<file path="src/design/bblc_pkg.sv">
// Package for the clamped line box blur: sizes, reciprocal scaling,
// controller states and the lane control bundle.
// No dependencies.
package bblc_pkg;

  // block limits
  localparam int MAX_RADIUS = 63;
  localparam int MAX_LINE   = 16384;

  // field and state widths
  localparam int RAD_W   = 6;
  localparam int CH_W    = 8;
  localparam int N_CH    = 4;
  localparam int PIX_W   = N_CH * CH_W;
  localparam int POS_W   = $clog2(MAX_LINE);
  // position of a step, including the flush steps past the last pixel
  localparam int Q_W     = POS_W + 1;
  // bits of the window length 2r+1, also the ring address width
  localparam int DIV_W   = $clog2(2 * MAX_RADIUS + 2);
  localparam int RING_AW = DIV_W;
  localparam int SUM_W   = $clog2((2 * MAX_RADIUS + 1) * ((1 << CH_W) - 1) + 1);

  // reciprocal 2^RCP_K / (2r+1), rounded up, is exact for every window sum
  localparam int RCP_K = SUM_W + DIV_W;
  localparam int RCP_W = RCP_K + 1;
  localparam int PRD_W = SUM_W + RCP_W;

  // controller states
  typedef enum logic {
    ST_RUN,
    ST_FLUSH
  } st_t;

  // control from the sequencer to every channel lane
  typedef struct packed {
    logic adv;     // output pipeline moves
    logic step;    // one window step happens
    logic init;    // first pixel of a line: load the window
    logic bypass;  // radius 0: window is the added pixel alone
  } lane_ctl_t;

endpackage

</file>
<file path="src/design/bblc_recip.sv">
// Reciprocal table for the window length 2r+1, one entry per radius.
// Depends on bblc_pkg.
module bblc_recip (
  input  logic [bblc_pkg::RAD_W-1:0] rad,
  output logic [bblc_pkg::RCP_W-1:0] recip
);

  logic [bblc_pkg::RCP_W-1:0] tab [bblc_pkg::MAX_RADIUS+1];

  // entries worked out at elaboration
  for (genvar i = 0; i <= bblc_pkg::MAX_RADIUS; i++) begin : g_tab
    localparam logic [63:0] RC = ((64'd1 << bblc_pkg::RCP_K) + 64'(2 * i)) / 64'(2 * i + 1);
    assign tab[i] = bblc_pkg::RCP_W'(RC);
  end

  assign recip = tab[rad];

endmodule

</file>
<file path="config.mk">
export PLATFORM = sky130hd
export DESIGN_NAME = bblc_recip
export DESIGN_NICKNAME = d
export VERILOG_FILES = /design/src/design/bblc_pkg.sv /design/src/design/bblc_recip.sv
export SDC_FILE = /design/constraint.sdc
export NUM_CORES = 1
export LEC_CHECK = 0
export BUFFER_PORTS_ARGS = -buffer_cell sky130_fd_sc_hd__clkbuf_2
export CAP_MARGIN = 20
export CORE_UTILIZATION = 50
export DETAILED_ROUTE_END_ITERATION = 8
export GPL_TIMING_DRIVEN = 0
export PLACE_DENSITY = 0.68
export SLEW_MARGIN = 20
export SYNTH_ARGS = -nofsm -noshare
export SYNTH_HDL_FRONTEND = slang
export SYNTH_SLANG_ARGS = --single-unit
export TNS_END_PERCENT = 100
</file>
<file path="constraint.sdc">
create_clock -name vclk -period 2.9
set_input_delay 0.145 -clock vclk [all_inputs]
set_output_delay 0.145 -clock vclk [all_outputs]
set_load 0.005 [all_outputs]
</file>
==> results.json <==
{
  "synth_top_area_share_pct": 12.4,
  "ant_nets": 0,
  "remaining_drc_errors": 0,
  "n_clock_buffer": 0,
  "synth_area_mm2": 0.00182,
  "synth_area_per_cell_um2": 6.58,
  "synth.area.top_cells": "ha_1, o21ai_0, nand2b_1",
  "grt_pass1_wl_mm": 12.3,
  "critPathMaxFanout": 11,
  "initial_core_util_pct": 53.2,
  "die_h_um": 62.3,
  "diodes": 0,
  "postPlaceCellArea_mm2": 0.00201,
  "hold_path.class": "input pin to output port",
  "worstPathArrival_ps": 2550,
  "period_share_pct": 93.0,
  "yosysUniqueCellTypes": 63,
  "wl_per_cell_um": 21.6,
  "grt_setup_unrepaired": "false",
  "die_w_um": 62.3,
  "synthesis.nets": 300,
  "power_density_mw_per_mm2": 174,
  "dieArea_mm2": 0.00388,
  "worstPathRequired_ps": 2760,
  "crit_type": "input pin to output port",
  "worst_slack_ps": 204,
  "via_per_inst": 7.10,
  "nFillCells": 367,
  "seq_area_frac_synth_pct": 0,
  "cap_viol_max_count": 0,
  "post-dp-hpwl_mm": 5.30,
  "startpoint": "rad[0]",
  "io_buffers": 27,
  "overflow": 0,
  "multiInputGateArea_mm2": 0.00162,
  "final_area_mm2": 0.00201,
  "tns_ps": 0,
  "fin_nets": 329,
  "seq_cell_count": 0,
  "min-delay-start": "rad[5]",
  "hold_end": "recip[3]",
  "ioPinCount": 29,
  "rows": 21,
  "ctsResizeCount": 0,
  "pre_cts_slack_ps": 298,
  "synth_top_area_cell": "ha_1",
  "hold_viol": 0,
  "antenna_found_initial": 0,
  "via_count": 2478,
  "grt_max_degree": 17,
  "grt_pass1_vias": 2327,
  "routed_wl_mm": 7.53,
  "relSlewSlack_pct": 40.2,
  "ys.warnings.count": 0,
  "fmax_mhz": 371,
  "setup_viol": 0,
  "netlist_instances": 276,
  "outcome": "completed",
  "hold_buffers": 0,
  "gp_congestion": 1.01,
  "period_minus_slack_ps": 2700,
  "worst_pin_slew_ps": 897,
  "area_delta_synth_final_pct": 10.6,
  "cp-end-kind": "output port",
  "hold_depth": 5,
  "peakVddDrop_mv": 0.0892,
  "core-area_mm2": 0.00342,
  "drtIter0Drc": 359,
  "layout-drive-gt1-share_pct": 19.8,
  "drt_pre_antenna_iters": 6,
  "post_cts_buffers": 0,
  "cp-start-kind": "input pin",
  "grt_usage_pct": 39.3,
  "ff_latch_area_um2": 0,
  "leakage_nw": 0.858,
  "drv_slew": 0
}
==> cell families after synthesis <==
logic type                 share of synthesized area, %
adders and majority gates                          12.4
buffers and inverters                              10.8
other                                             0.207
and+or+nand+nor                                    29.7
AOI/OAI and AO/OA                                  41.4
xor gates and xnor gates                           1.45
muxes                                              4.07
==> metrics by stage <==
stage | power (mW) | util [%] | instances | hold slack, ps
finish | 0.350 | 58.8 | 349 | 780
global route | 0.374 | 58.8 | 349 | 800
CTS | 0.335 | 58.8 | 349 | 765
detailed placement | 0.333 | 58.8 | 349 | 764
global placement | 0.337 | 58.8 | 349 | 758
floorplan | 0.227 | - | 276 | 467
==> metal layers <==
metal	vias to the layer above	track usage (%)	share of wire [%]
li1	1082	-	-
met1	1120	52.4	38
met2	232	59.6	42
met3	44	6.80	15
met4	0	21.2	5.2
met5	-	0	0
==> power breakdown <==
group,leakage [nW],internal (mW),switching (mW)
clock,0,0,0
sequential,0,0,0
combinational,0.858,0.134,0.216
total,0.858,0.134,0.216
==> synth_stat cells (3+ instances only) <==
cell type / instances
o21ai_0: 23
a21oi_1: 20
nor2_1: 20
buf_2: 18
ha_1: 18
nand2_1: 18
nand2b_1: 18
nor2b_1: 18
clkbuf_1: 7
nand3_1: 7
inv_1: 6
o221ai_1: 6
a211oi_1: 5
a311oi_1: 5
buf_4: 5
nor3_1: 5
o21ai_1: 5
mux2i_1: 4
o211ai_1: 4
a211o_1: 3
a22o_1: 3
nor3b_1: 3
o22ai_1: 3
o311ai_1: 3
==> critical path, cell delays in order <==
cell      delay [ps]
clkbuf_2         270
buf_2            310
inv_1            210
ha_1             510
buf_2            320
nor2b_1          210
o21ai_0          100
a311oi_1         270
a21oi_1           60
clkbuf_2         140
==> final cells by class <==
type / count / area share (%)
Buffer: 31 / 8.22
Inverter: 8 / 1.50
Multi-Input combinational cell: 237 / 80.7
Tap cell: 46 / 2.87
Timing Repair Buffer: 27 / 6.73
==> placed cells by master (no fill, tap or decap), types with 2 or more instances in the layout <==
cell	synthesis	layout
a221oi_1	2	2
xor2_1	2	2
nor3_1	5	5
o221ai_1	6	6
a21o_1	2	2
and3_1	2	2
ha_1	18	18
o21ai_0	23	23
and2b_1	2	2
nor2b_1	18	18
clkbuf_1	7	7
nor2_1	20	20
a311oi_1	5	5
inv_2	2	2
nand2b_1	18	18
a21oi_1	20	20
nand3b_1	2	2
o21ai_1	5	5
o311ai_1	3	3
a31o_1	2	2
a211oi_1	5	5
nand2_1	18	18
nor3b_1	3	3
clkbuf_2	0	27
buf_4	5	5
inv_1	6	6
a32oi_1	2	2
nand3_1	7	7
o22ai_1	3	3
mux2i_1	4	4
o211ai_1	4	4
a2bb2oi_1	2	2
a22o_1	3	3
a211o_1	3	3
buf_2	18	18
==> worst max path at each step <==
stage | end | cells after the start
5_1_grt | recip[7] | 10
3_3_place_gp | recip[7] | 10
2_1_floorplan | recip[7] | 7
4_1_cts | recip[7] | 10
6_report | recip[7] | 10
3_5_place_dp | recip[7] | 10
No activity file was read; power rests on OpenSTA's default activity.
