`config.mk`:
```
export PLATFORM = sky130hd
export DESIGN_NAME = bblc_lane
export DESIGN_NICKNAME = d
export VERILOG_FILES = /design/src/design/bblc_pkg.sv /design/src/design/bblc_lane.sv
export SDC_FILE = /design/constraint.sdc
export NUM_CORES = 1
export LEC_CHECK = 0
export BUFFER_PORTS_ARGS = -buffer_cell sky130_fd_sc_hd__buf_2
export CAP_MARGIN = 25
export CORE_MARGIN = 4
export CORE_UTILIZATION = 55
export DETAILED_ROUTE_END_ITERATION = 8
export PLACE_DENSITY = 0.72
export SETUP_SLACK_MARGIN = 0.1
export SYNTH_ARGS = -nofsm -noshare
export SYNTH_HDL_FRONTEND = slang
export SYNTH_SLANG_ARGS = --single-unit
```
`constraint.sdc`:
```
create_clock -name clk -period 9.2 [get_ports clk]
set_clock_uncertainty 0.2 [all_clocks]
set_input_delay 0.92 -clock clk [delete_from_list [all_inputs] [get_ports clk]]
set_output_delay 0.92 -clock clk [all_outputs]
set_load 0.02 [all_outputs]
```
`src/design/bblc_pkg.sv`:
```
// Package for the clamped line box blur: sizes, reciprocal scaling,
// controller states and the lane control bundle.
// No dependencies.
package bblc_pkg;

  // block limits
  localparam int MAX_RADIUS = 63;
  localparam int MAX_LINE   = 16384;

  // field and state widths
  localparam int RAD_W   = 6;
  localparam int CH_W    = 8;
  localparam int N_CH    = 4;
  localparam int PIX_W   = N_CH * CH_W;
  localparam int POS_W   = $clog2(MAX_LINE);
  // position of a step, including the flush steps past the last pixel
  localparam int Q_W     = POS_W + 1;
  // bits of the window length 2r+1, also the ring address width
  localparam int DIV_W   = $clog2(2 * MAX_RADIUS + 2);
  localparam int RING_AW = DIV_W;
  localparam int SUM_W   = $clog2((2 * MAX_RADIUS + 1) * ((1 << CH_W) - 1) + 1);

  // reciprocal 2^RCP_K / (2r+1), rounded up, is exact for every window sum
  localparam int RCP_K = SUM_W + DIV_W;
  localparam int RCP_W = RCP_K + 1;
  localparam int PRD_W = SUM_W + RCP_W;

  // controller states
  typedef enum logic {
    ST_RUN,
    ST_FLUSH
  } st_t;

  // control from the sequencer to every channel lane
  typedef struct packed {
    logic adv;     // output pipeline moves
    logic step;    // one window step happens
    logic init;    // first pixel of a line: load the window
    logic bypass;  // radius 0: window is the added pixel alone
  } lane_ctl_t;

endpackage

```
`src/design/bblc_lane.sv`:
```
// One channel lane: running window sum and the mean by reciprocal multiply.
// Depends on bblc_pkg.
module bblc_lane (
  input  logic                        clk,
  input  bblc_pkg::lane_ctl_t         ctl,
  input  logic [bblc_pkg::CH_W-1:0]   add_px,
  input  logic [bblc_pkg::CH_W-1:0]   sub_px,
  input  logic [bblc_pkg::RAD_W-1:0]  rad,
  input  logic [bblc_pkg::RCP_W-1:0]  recip,
  output logic [bblc_pkg::CH_W-1:0]   mean
);

  logic [bblc_pkg::SUM_W-1:0] sum_r, sum_nxt;
  logic [bblc_pkg::PRD_W-1:0] prod_r;
  logic [bblc_pkg::DIV_W-1:0] win_len;

  assign win_len = {rad, 1'b1};

  // next window sum: load, pass or slide by one position
  always_comb begin
    if (ctl.init) begin
      sum_nxt = bblc_pkg::SUM_W'(win_len) * bblc_pkg::SUM_W'(add_px);
    end else if (ctl.bypass) begin
      sum_nxt = bblc_pkg::SUM_W'(add_px);
    end else begin
      sum_nxt = sum_r + bblc_pkg::SUM_W'(add_px) - bblc_pkg::SUM_W'(sub_px);
    end
  end

  always_ff @(posedge clk) begin
    if (ctl.step) begin
      sum_r <= sum_nxt;
    end
  end

  // scaled product, then the top bits are the truncated mean
  always_ff @(posedge clk) begin
    if (ctl.adv) begin
      prod_r <= bblc_pkg::PRD_W'(sum_r) * bblc_pkg::PRD_W'(recip);
    end
  end

  assign mean = prod_r[bblc_pkg::RCP_K +: bblc_pkg::CH_W];

endmodule

```
==> impl_metrics.toml, run 1 <==
[drt]
drt-pass1-iter-count = 5
wl_per_cell_um = 16.6
vias_per_cell = 5.38
drt_iter0_drc = 552
drtAntennaViolNets = 0
routed_wl_um = 28200
drc = 0
via_count = 9146

[final_layout]
fin_nets = 1859
syn_to_final_growth_pct = 4.13
drive_above_1_share_pct = 5.37
stdcell_area_mm2 = 0.0131
final_util_pct = 58.1
n_antenna_cell = 0

[worst_setup_path]
path_max_fanout = 24
required_ns = 9.02
worstReg2RegStart = "sum_r[1]"
critical_path_class = "reg -> reg"
arrival_ns = 6.58
slowest_delay_ns = 0.85
critical_path.endpoint_type = "flop"
crit_chain = "and2_1, fa_1, inv_1, fa_1, inv_1, fa_1, inv_1, fa_1, inv_1, fa_1, inv_1, fa_1, inv_1, ha_1, o211a_2, a22o_1, a41oi_1, o21ai_0, a31oi_1, o21bai_1, xor2_1"
start_kind = "flop"
crit_slowest_cell = "edfxtp_1"
setup.worst_path.start = "sum_r[1]"

[synthesis]
syn_avg_cell_area_um2 = 8.93
synth-edff-count = 23
synth.largest_area_cell = "fa_1"
synth-main-ff-cell = "edfxtp_1"
synth_seq_area_share_pct = 5.48
synthArstFlopShare_pct = 0
ys_warn_count = 0
netlist_top_cells_area = "fa_1, ha_1, inv_1"
synthDominantCellAreaShare_pct = 44.6
synth.cell_area_mm2 = 0.0126
postSynthCellCount = 1411
synth-seq-cells = 23
yosysUniqueCellTypes = 54
syn_nets = 1854

[sta]
fin_crit_ns = 6.75
rsz0062_at_grt = "no"
final.period_utilization_pct = 73.4
fmax_mhz = 148
setup_viol = 0
setup_tns_ns = 0
relSlewSlack_pct = 24.3
tightest_slew_ns = 1.14
hold_viol = 0
finalMaxSlewViolations = 0

[placement]
placed_area_mm2 = 0.0130
place.gp.congestion = 0.877
port_buffers = 57
dpl.hpwl_um = 22600

[status]
status = "completed"

[die]
fp.dieH_um = 159
ios = 58
initial_utilization_pct = 55.8
die_area_mm2 = 0.0254
core_area_mm2 = 0.0226
rows = 55
die_w_um = 159

[global_route]
grt_max_degree = 25
antenna_found_initial = 0
track_usage_pct = 23.4
grt_pass1_vias = 9933
grt_first_pass_wirelength_um = 48500
grt-ovfl-total = 0

[job]
cap_violations = 0

[clock_tree]
clk_pin_slew_ns = 0.07
cts_buffers = 3
postCtsSetupBuffers = 0
cts_tree = "done"
cts_root_buffer = "clkbuf_16"
clockBufferDepth = 2
clock_latency_ns = 0.27
cts_sinks = 23
cts_hold_buf = 0
cts_resized = 0
cts_max_level = 1

[worst_hold_path]
holdCritStartpoint = "ctl[3]"
hold_path.class = "in -> reg"
-- final timing paths --
path	end	slack [ns]	cells after the start
max reg2reg	prod_r[24]	2.45	21
min reg2reg	sum_r[9]	1.00	6
max	prod_r[24]	2.45	21
min	prod_r[23]	0.80	1
-- cell families after synthesis --
group	synth area share [%]
adders and majority gates	55.8
buffers and inverters	11.8
xor gates and xnor gates	2.99
DFF	5.48
AOI/OAI and AO/OA	5.90
muxes	0.179
and+or+nand+nor	17.9
-- sequential cells by signal (all words and copies together) (netlist names) --
name    flops
prod_r      8
sum_r      15
-- through the flow --
step	hold slack, ns	cells	setup WS [ns]
5_1_grt	0.807	1700	2.19
3_3_place_gp	0.970	1696	2.38
4_1_cts	0.794	1700	2.47
6_report	0.797	1700	2.45
2_1_floorplan	0.642	1411	2.74
3_5_place_dp	0.981	1696	2.37
-- critical path: cells and delay by family, from the launching register on --
kind / cells / cell delay, ns
DFF: 1 / 0.85
xor gates and xnor gates: 1 / 0.14
adders and majority gates: 7 / 3.31
AOI/OAI and AO/OA: 6 / 1.29
buffers and inverters: 6 / 0.32
and+or+nand+nor: 1 / 0.40
-- cell usage after synthesis (all sizes together) (7+ instances only) --
cell and count:
xor2 11, nor2 20, nand3 7, xnor2 32, inv 336, clkbuf 59
ha 112, nand2 209, nor3 12, o21a 10, and2 181, a21o 9
o21ai 22, edfxtp 23, a21oi 16, fa 281
-- cell type report --
type | instances | area, µm²
inverters | 336 | 1260
multi-input cells | 992 | 10400
repair buffers | 60 | 308
fillers | 2081 | 9450
clock buffers | 3 | 75.1
clock inverters | 1 | 7.51
well taps | 285 | 357
flip-flops and latches | 23 | 691
-- routing by layer --
| metal | vias up | global-route usage [%] | routed length (µm) |
|---|---|---|---|
| li1 | 4185 | - | - |
| met1 | 4638 | 31.8 | 11800 |
| met2 | 282 | 41.3 | 14100 |
| met3 | 41 | 1.81 | 1760 |
| met4 | 0 | 5.52 | 584 |
| met5 | - | 0 | 0 |
-- cell usage in the layout, fill, tap and decap left out, types with 2 or more instances in the layout --
master	netlist	layout
inv_1	336	336
fa_1	281	281
nand2_1	209	209
and2_1	181	181
ha_1	112	112
buf_2	1	57
xnor2_1	32	32
edfxtp_1	23	23
nor2_1	20	20
o21ai_0	15	15
a21oi_1	15	15
nor3_1	12	12
xor2_1	11	11
o21a_1	10	10
a21o_1	9	9
o21ai_1	7	7
nand3_1	7	7
nand2b_1	5	5
or3_1	5	5
o211ai_1	5	5
and3_1	4	4
a211oi_1	4	4
nor2b_1	4	4
nand4_1	3	3
a22o_1	3	3
a31oi_1	3	3
clkbuf_16	0	3
buf_4	0	3
and4_1	2	2
a41oi_1	2	2
o221ai_1	2	2
o211a_1	2	2
o21ba_2	2	2
o2111ai_1	2	2
o21bai_1	2	2
mux2_2	2	2
Power of run 1 is not shown: default switching activity piles up to over one toggle a cycle in this logic, so the estimate is an artifact.
==> run 2, diff against run 1 <==
==> constraint.sdc (replaced) <==
create_clock -name clk -period 6.8 [get_ports clk]
set_clock_uncertainty 0.2 [all_clocks]
set_input_delay 0.68 -clock clk [delete_from_list [all_inputs] [get_ports clk]]
set_output_delay 0.68 -clock clk [all_outputs]
set_load 0.02 [all_outputs]
==> run 2 against run 1 <==
Compared with the run above:
- utilization up 1.5 points
- first-iteration DRC count shrank 4.7%
- routed wire length grew 3.8%
- non-clock buffer count up 42
- die area did not move
- register-to-register slack worse by 2.1 ns
- via count is 2.2% higher
- cell count is 2.5% higher
- critical endpoint is now prod_r[28]
==> impl_metrics.toml, run 2 (synthesis gave the netlist of run 1 again) <==
[worst_setup_path]
endpoint = "prod_r[28]"
path_max_fanout = 13
r2r_end = "prod_r[28]"
regToRegSetupSlack_ns = 0.34
setup.worst_path.start = "sum_r[1]"
worstReg2RegStart = "sum_r[1]"
critical_path_class = "reg -> reg"
arrival_ns = 6.29
worstRegToRegCells = 20
start_kind = "flop"
required_ns = 6.63
critical_path.endpoint_type = "flop"

[clock_tree]
cts_root_buffer = "clkbuf_16"
cts_tree = "done"
cts_sinks = 23
clock_latency_ns = 0.27
cts_max_level = 1
clockBufferDepth = 2
cts_resized = 0
clk_pin_slew_ns = 0.07
cts_buffers = 3

[die]
fp.dieH_um = 159
ios = 58
rows = 55
die_w_um = 159
initial_utilization_pct = 55.8
die_area_mm2 = 0.0254
core_area_mm2 = 0.0226

[sta]
hold_viol = 0
rsz0062_at_grt = "no"
fmax_mhz = 155
setup_tns_ns = 0
fin_crit_ns = 6.46
relSlewSlack_pct = 55.5
finalMaxSlewViolations = 0
setup_viol = 0
tightest_slew_ns = 0.668
final.period_utilization_pct = 95.0

[drt]
routed_wl_um = 29300
drt-pass1-iter-count = 5
drc = 0
vias_per_cell = 5.37
wl_per_cell_um = 16.8
routedLengthMet1_um = 12100
dr_wl_met3_um = 1570
via_count = 9350
dr_wl_met2_um = 14700
drt_iter0_drc = 526
highest_layer = "met4"
drtAntennaViolNets = 0

[final_layout]
fin_nets = 1901
mostFrequentLayoutCells = "inv_1, fa_1, nand2_1"
syn_to_final_growth_pct = 6.83
fillers = 2010
reg.largest.list = "sum_r (15), prod_r (8)"
regMostFlops = "sum_r"
n_antenna_cell = 0
layout_commonest_cell = "inv_1"
final_util_pct = 59.7
drive_above_1_share_pct = 8.10
largest_reg_flops = 15

[placement]
dpl.hpwl_um = 24200
place.gp.congestion = 0.903
port_buffers = 57

[global_route]
grt-ovfl-total = 0
grt_max_degree = 19
track_usage_pct = 24.3
grt_pass1_vias = 10600
grt_first_pass_wirelength_um = 50600
antenna_found_initial = 0

[worst_hold_path]
hold_path_depth = 1
holdCritStartpoint = "ctl[3]"
hold_path.class = "in -> reg"

[status]
status = "completed"

[job]
cap_violations = 0
==> run 2: cell count changes in the layout (fill, tap and decap cells not counted) <==
cell,before,now
buf_4,3,43
buf_12,0,2
==> run 2: cell type report <==
type                    instances  area (µm²)  share of cell area, %
clock buffers                   3        75.1                  0.558
clock inverters                 1        7.51                 0.0558
multi-input cells             992       10400                   77.4
well taps                     285         357                   2.65
inverters                     336        1260                   9.37
repair buffers                102         648                   4.81
flip-flops and latches         23         691                   5.13
==> run 2: how the worst min path moves through the flow <==
stage	slack (ns)	to
after floorplan	0.59	prod_r[22]
after global placement	0.84	prod_r[23]
after detailed placement	0.84	prod_r[24]
after CTS	0.56	prod_r[23]
after global routing	0.57	prod_r[22]
final	0.55	prod_r[23]
==> run 2: repair_timing <==
item                                    CTS  global route
setup buffers                             0            13
endpoints found under the setup margin    0             3
hold buffers                              0             0
==> run 2: metal layers <==
metal / vias to the layer above / global-route usage [%]
met2: 284 / 43.1
li1: 4272 / -
met5: - / 0
met4: 0 / 7.85
met3: 78 / 1.76
met1: 4716 / 31.8
==> run 2: worst max-delay path, cell delays in order, from the launching register on <==
cell	delay [ns]
edfxtp_1	0.45
buf_4	0.24
and2_1	0.19
fa_1	0.50
inv_1	0.06
fa_1	0.53
inv_1	0.05
fa_1	0.49
fa_1	0.53
fa_1	0.51
inv_1	0.05
fa_1	0.50
inv_1	0.05
ha_1	0.31
and4_1	0.26
a41oi_1	0.27
o221ai_1	0.24
a2111oi_4	0.38
o21bai_2	0.14
a21oi_2	0.18
xnor2_1	0.07
==> run 2: per-stage QoR <==
stage	hold slack [ns]	instances	instance area [µm²]	setup WS (ns)
3_5_place_dp	0.839	1725	13300	0.121
3_3_place_gp	0.839	1725	13300	0.249
4_1_cts	0.558	1729	13300	0.241
6_report	0.553	1742	13500	0.343
2_1_floorplan	0.592	1411	12600	0.577
5_1_grt	0.568	1742	13500	0.0974
Power of run 2 is left out for the same reason.
